==> config.mk <==
export PLATFORM = sky130hd
export DESIGN_NAME = gb3_pos
export DESIGN_NICKNAME = d
export VERILOG_FILES = /design/src/rtl/gb3_pkg.sv /design/src/rtl/gb3_pos.sv
export SDC_FILE = /design/constraint.sdc
export NUM_CORES = 1
export LEC_CHECK = 0
export BUFFER_PORTS_ARGS = -buffer_cell sky130_fd_sc_hd__buf_2
export CORE_MARGIN = 2
export CORE_UTILIZATION = 45
export DETAILED_ROUTE_END_ITERATION = 6
export PLACE_DENSITY = 0.71
export SLEW_MARGIN = 20
export SYNTH_ARGS = -nofsm -noshare
export SYNTH_HDL_FRONTEND = slang
export SYNTH_SLANG_ARGS = --single-unit
==> constraint.sdc <==
create_clock -name clk -period 4.3 [get_ports clk]
set_input_delay 0.645 -clock clk [delete_from_list [all_inputs] [get_ports clk]]
set_output_delay 0.645 -clock clk [all_outputs]
set_load 0.01 [all_outputs]
==> src/rtl/gb3_pkg.sv <==
// shared types and constants for the 3x3 gaussian blur stream
package gb3_pkg;

    localparam int MAX_WIDTH  = 1024;
    localparam int MAX_HEIGHT = 4096;
    localparam int PIX_W      = 16;
    localparam int COL_W      = $clog2(MAX_WIDTH);
    localparam int ROW_W      = $clog2(MAX_HEIGHT);
    localparam int CFG_WIDTH_W  = COL_W + 1;
    localparam int CFG_HEIGHT_W = ROW_W + 1;
    localparam int CW_W       = PIX_W + 2;
    localparam int SUM_W      = PIX_W + 4;
    localparam int APB_DATA_W = 32;
    localparam int APB_ADDR_W = 3;

    localparam logic [CFG_WIDTH_W-1:0]  WIDTH_RESET  = CFG_WIDTH_W'(1024);
    localparam logic [CFG_HEIGHT_W-1:0] HEIGHT_RESET = CFG_HEIGHT_W'(1024);
    localparam logic [CFG_WIDTH_W-1:0]  MIN_WIDTH    = CFG_WIDTH_W'(3);
    localparam logic [CFG_HEIGHT_W-1:0] MIN_HEIGHT   = CFG_HEIGHT_W'(3);
    localparam logic [CFG_WIDTH_W-1:0]  MAX_WIDTH_V  = CFG_WIDTH_W'(MAX_WIDTH);
    localparam logic [CFG_HEIGHT_W-1:0] MAX_HEIGHT_V = CFG_HEIGHT_W'(MAX_HEIGHT);

    typedef enum logic
    {
        REG_IMAGE_WIDTH  = 1'b0,
        REG_IMAGE_HEIGHT = 1'b1
    } reg_idx_t;

    typedef struct packed
    {
        logic [PIX_W-1:0] older;
        logic [PIX_W-1:0] newer;
    } line_word_t;

    typedef struct packed
    {
        logic [COL_W-1:0] col;
        logic [ROW_W-1:0] row_m1;
        logic [COL_W-1:0] col_m1;
        logic             emit;
        logic             last;
    } pos_t;

    typedef struct packed
    {
        logic s1_valid;
        logic bypass;
    } fstat_t;

endpackage

==> src/rtl/gb3_pos.sv <==
// frame position counters and interior pixel decode
module gb3_pos
    import gb3_pkg::*;
(
    input  logic                    clk,
    input  logic                    rst_n,
    input  logic                    accept,
    input  logic                    frame_start,
    input  logic [CFG_WIDTH_W-1:0]  image_width,
    input  logic [CFG_HEIGHT_W-1:0] image_height,
    output pos_t                    cur
);

    logic [COL_W-1:0] col_reg, col_next;
    logic [ROW_W-1:0] row_reg, row_next;
    logic [COL_W-1:0] wm1;
    logic [ROW_W-1:0] hm1;
    logic [COL_W-1:0] c;
    logic [ROW_W-1:0] r;
    logic [CFG_WIDTH_W-1:0]  width_dec;
    logic [CFG_HEIGHT_W-1:0] height_dec;

    // clamp sizes to the supported range, keep size minus one
    always_comb
    begin
        width_dec  = image_width - CFG_WIDTH_W'(1);
        height_dec = image_height - CFG_HEIGHT_W'(1);
        if (image_width < MIN_WIDTH)
        begin
            wm1 = COL_W'(2);
        end
        else if (image_width > MAX_WIDTH_V)
        begin
            wm1 = COL_W'(MAX_WIDTH - 1);
        end
        else
        begin
            wm1 = width_dec[COL_W-1:0];
        end
        if (image_height < MIN_HEIGHT)
        begin
            hm1 = ROW_W'(2);
        end
        else if (image_height > MAX_HEIGHT_V)
        begin
            hm1 = ROW_W'(MAX_HEIGHT - 1);
        end
        else
        begin
            hm1 = height_dec[ROW_W-1:0];
        end
    end

    always_comb
    begin
        c = frame_start ? '0 : col_reg;
        r = frame_start ? '0 : row_reg;
        cur.col    = c;
        cur.row_m1 = r - ROW_W'(1);
        cur.col_m1 = c - COL_W'(1);
        cur.emit   = (r >= ROW_W'(2)) && (c >= COL_W'(2)) && (r <= hm1) && (c <= wm1);
        cur.last   = (r == hm1) && (c == wm1);
    end

    always_comb
    begin
        col_next = col_reg;
        row_next = row_reg;
        if (accept)
        begin
            if (c >= wm1)
            begin
                col_next = '0;
                row_next = (r >= hm1) ? '0 : r + ROW_W'(1);
            end
            else
            begin
                col_next = c + COL_W'(1);
                row_next = r;
            end
        end
    end

    always_ff @(posedge clk or negedge rst_n)
    begin
        if (!rst_n)
        begin
            col_reg <= '0;
            row_reg <= '0;
        end
        else
        begin
            col_reg <= col_next;
            row_reg <= row_next;
        end
    end

endmodule

==> run_results.csv <==
group,metric,value,unit
outcome,status,"finished with violations",
outcome,violations,"negative setup slack",
worst_setup_path,worstSetupStartpointType,"input port",
global_route,grt_first_pass_wirelength,13700,um
clocking,ctsHoldBuffers,0,
sta,slew_viol_final,0,
place,gp_congestion,0.888,
floorplan,die_area,7070,um2
global_route,antenna_found_initial,0,
flow_run,cap_violations,0,
routing,viasPerCell,5.82,
worst_setup_path,crit_path_max_fanout,3,
global_route,grt.overflow.total,0,
pwr,p_seq_frac,0.375,
cells_and_area,area_growth,21.0,%
sta,slew_headroom,0.461,
synthesis,yosysSeqAreaShare,0.191,
floorplan,start_util,0.459,
clocking,clkSinkCount,22,
place,place_hpwl,6280,um
pwr,swShare,0.363,
cells_and_area,largest_register_ffs,12,
routing,ant_nets,0,
sta,setup_tns,-0.340,ns
synthesis,synth_seq_cells,22,
floorplan,rows,29,
sta,fmax,219,MHz
place,port_buffers,61,
sta,min_period,4.56,ns
cells_and_area,finish.utilization,0.556,
synthesis,netlist_area,2880,um2
pwr,comb_power_share,0.377,
cells_and_area,diodes,0,
worst_setup_path,critPathRequiredTime,3.65,ns
routing,drtIter0Drc,180,
synthesis,synth.distinct_cells,46,
global_route,grt_pass1_vias,2960,
floorplan,fp.coreArea,6280,um2
routing,wl_per_cell,15.2,um
routing,drc_errors,0,
sta,grt_setup_unrepaired,"true",
sta,worst_pin_slew,0.807,ns
pwr,p_leak,1.73,nW
worst_setup_path,cp-end-kind,"output pin",
worst_setup_path,worstPathArrival,3.91,ns
synthesis,yosys_warnings,0,
worst_setup_path,path_class,"input port to output pin",
synthesis,syn_nets,459,
sta,fin_ws,-0.256,ns
routing,wl_met3,398,um
routing,wl_met1,3880,um
global_route,grt.total_usage,0.231,
routing,routed_wl,8290,um
cells_and_area,nNetsFinal,528,
synthesis,dominantRegCellSynth,"dfrtp_1",
clocking,cts_buffers,3,
pwr,ir_worst_vdd,0.125,mV
clocking,clk_pin_slew,0.09,ns
synthesis,synth-edff-count,0,
routing,dr.pass1.iters,4,
floorplan,boundaryPins,62,
clocking,cts_buffer_depth,2,
floorplan,die_h,84.1,um
sta,finalSetupViolations,3,
cells_and_area,drive_gt1_frac,0.209,
sta,fin_crit_sh,1.06,
global_route,grt_max_degree,27,
pwr,p_switching,0.226,mW
routing,wl_met2,3960,um
routing,highest_layer,"met4",
routing,vias,3175,
sta,finalHoldViolCount,0,
synthesis,postSynthAreaPerCell,7.19,um2
sta,hold_ws,0.358,ns
pwr,internal_power,0.395,mW
clocking,clk_latency,0.27,ns
pwr,clockPowerShare,0.248,
clocking,htreeDepth,1,
hold_path,hold_path.class,"input port to async pin",
clocking,cts_tree,"built",
pwr,power_density,178,nW/um2
sta,clock_skew,0.00897,ns
clocking,cts_root_buf,"clkbuf_8",
floorplan,die_w,84.1,um
worst_setup_path,rrSetupSlack,1.28,ns
synthesis,async_flop_share,1.00,
synthesis,syn_inst,401,
## layout make-up
class,instances,area (um2)
Timing Repair Buffer,83,493
Inverter,22,82.6
Clock buffer,4,55.1
Sequential cell,22,551
Fill cell,599,2790
Tap cell,77,96.3
Multi-Input combinational cell,338,2210
## cells in the final DEF, fill, tap and decap left out, types with 2 or more instances in the layout
cell type  count
buf_2         60
nand2_1       45
o21ai_0       36
nor2_1        34
ha_1          30
inv_1         22
dfrtp_1       22
nor3_1        21
a21oi_1       20
xor2_1        20
buf_4         20
nand3_1       18
nor2b_1       16
xnor2_1       15
nand4_1       10
or3_1          6
nand2b_1       5
o21ai_1        4
and3_1         4
a22o_1         4
a22oi_1        4
clkbuf_8       4
o211ai_1       3
and2_1         3
o2bb2ai_1      3
nor4_1         3
nor4b_1        3
or4_1          2
or2_2          2
o21a_1         2
or3_4          2
a32oi_1        2
a32o_1         2
or4_4          2
buf_6          2
## final timing paths
path	endpoint	cells past startpoint	start
setup / recovery	cur[1]	13	image_height[3]
hold / removal	row_reg[9]$_DFFE_PN0P_	1	rst_n
setup reg to reg	row_reg[2]$_DFFE_PN0P_	15	row_reg[10]$_DFFE_PN0P_
hold reg to reg	col_reg[7]$_DFFE_PN0P_	1	col_reg[7]$_DFFE_PN0P_
max in group asynchronous	col_reg[5]$_DFFE_PN0P_	1	rst_n
min in group clk	col_reg[7]$_DFFE_PN0P_	1	col_reg[7]$_DFFE_PN0P_
## cell families (layout without fill, tap and decap cells)
kind of cell / after synthesis / in the layout / synth area share
and+or+nand+nor: 180 / 180 / 0.314
adders and majority gates: 30 / 30 / 0.130
DFF: 22 / 22 / 0.191
buffers and inverters: 41 / 109 / 0.0560
AOI/OAI and AO/OA: 91 / 91 / 0.196
muxes: 2 / 2 / 0.00738
xor gates and xnor gates: 35 / 35 / 0.106
## repair_timing
action / in CTS / in global routing
buffers inserted: 6 / 2
pin swaps: 1 / 3
endpoints found under the setup margin: 2 / 14
gates resized for setup: 5 / 3
## worst max-delay path, stage by stage
cell and delay [ns]:
buf_6 0.09, or3_4 0.37, or4_4 0.42, or4_4 0.43
a2111o_1 0.31, and3_1 0.18, ha_1 0.30, nor2b_1 0.14
o211ai_1 0.17, a211oi_1 0.09, or3_1 0.40, a211oi_2 0.21
buf_2 0.16
## routing by layer
layer  global-route usage  up-vias
li1                     -     1558
met1                0.332     1528
met2                0.380       85
met3               0.0208        4
met4               0.0425        0
met5                    0        -
## Yosys cell counts, drive strengths merged, types with 2 or more instances
cell type / n / share of area
nand2b: 5 / 0.011
or2: 2 / 0.0043
nand3: 18 / 0.031
o2bb2ai: 3 / 0.0091
nor4b: 3 / 0.0091
xor2: 20 / 0.061
nor4: 4 / 0.0087
dfrtp: 22 / 0.19
or3: 8 / 0.017
a22oi: 4 / 0.010
a32o: 2 / 0.0069
or4: 4 / 0.013
a32oi: 2 / 0.0061
nor2: 34 / 0.044
nand2: 45 / 0.059
nor2b: 16 / 0.035
o211ai: 3 / 0.0078
nand4: 10 / 0.022
a22o: 4 / 0.012
inv: 22 / 0.029
and2: 3 / 0.0065
ha: 30 / 0.13
and3: 4 / 0.0087
a211oi: 2 / 0.0052
o21ai: 40 / 0.069
o21a: 2 / 0.0052
clkbuf: 18 / 0.023
nor3: 22 / 0.038
a21oi: 20 / 0.035
xnor2: 15 / 0.046
## metrics by stage
step	cells	setup slack, ns	area (um2)	power, mW
finish	546	-0.256	3490	0.621
global route	546	-0.405	3490	0.657
CTS	544	-0.241	3460	0.621
detailed placement	534	-0.257	3330	0.466
global placement	534	-0.198	3330	0.460
floorplan	401	0.000409	2890	0.378
## power groups by stage
| stage | logic [mW] | registers (mW) | clock network [mW] |
|---|---|---|---|
| CTS | 0.233 | 0.232 | 0.156 |
| global route | 0.258 | 0.235 | 0.164 |
| floorplan | 0.150 | 0.228 | 0 |
| global placement | 0.225 | 0.235 | 0 |
| finish | 0.234 | 0.233 | 0.154 |
| detailed placement | 0.230 | 0.236 | 0 |
Note: power is estimated with default switching activity, not from simulation.
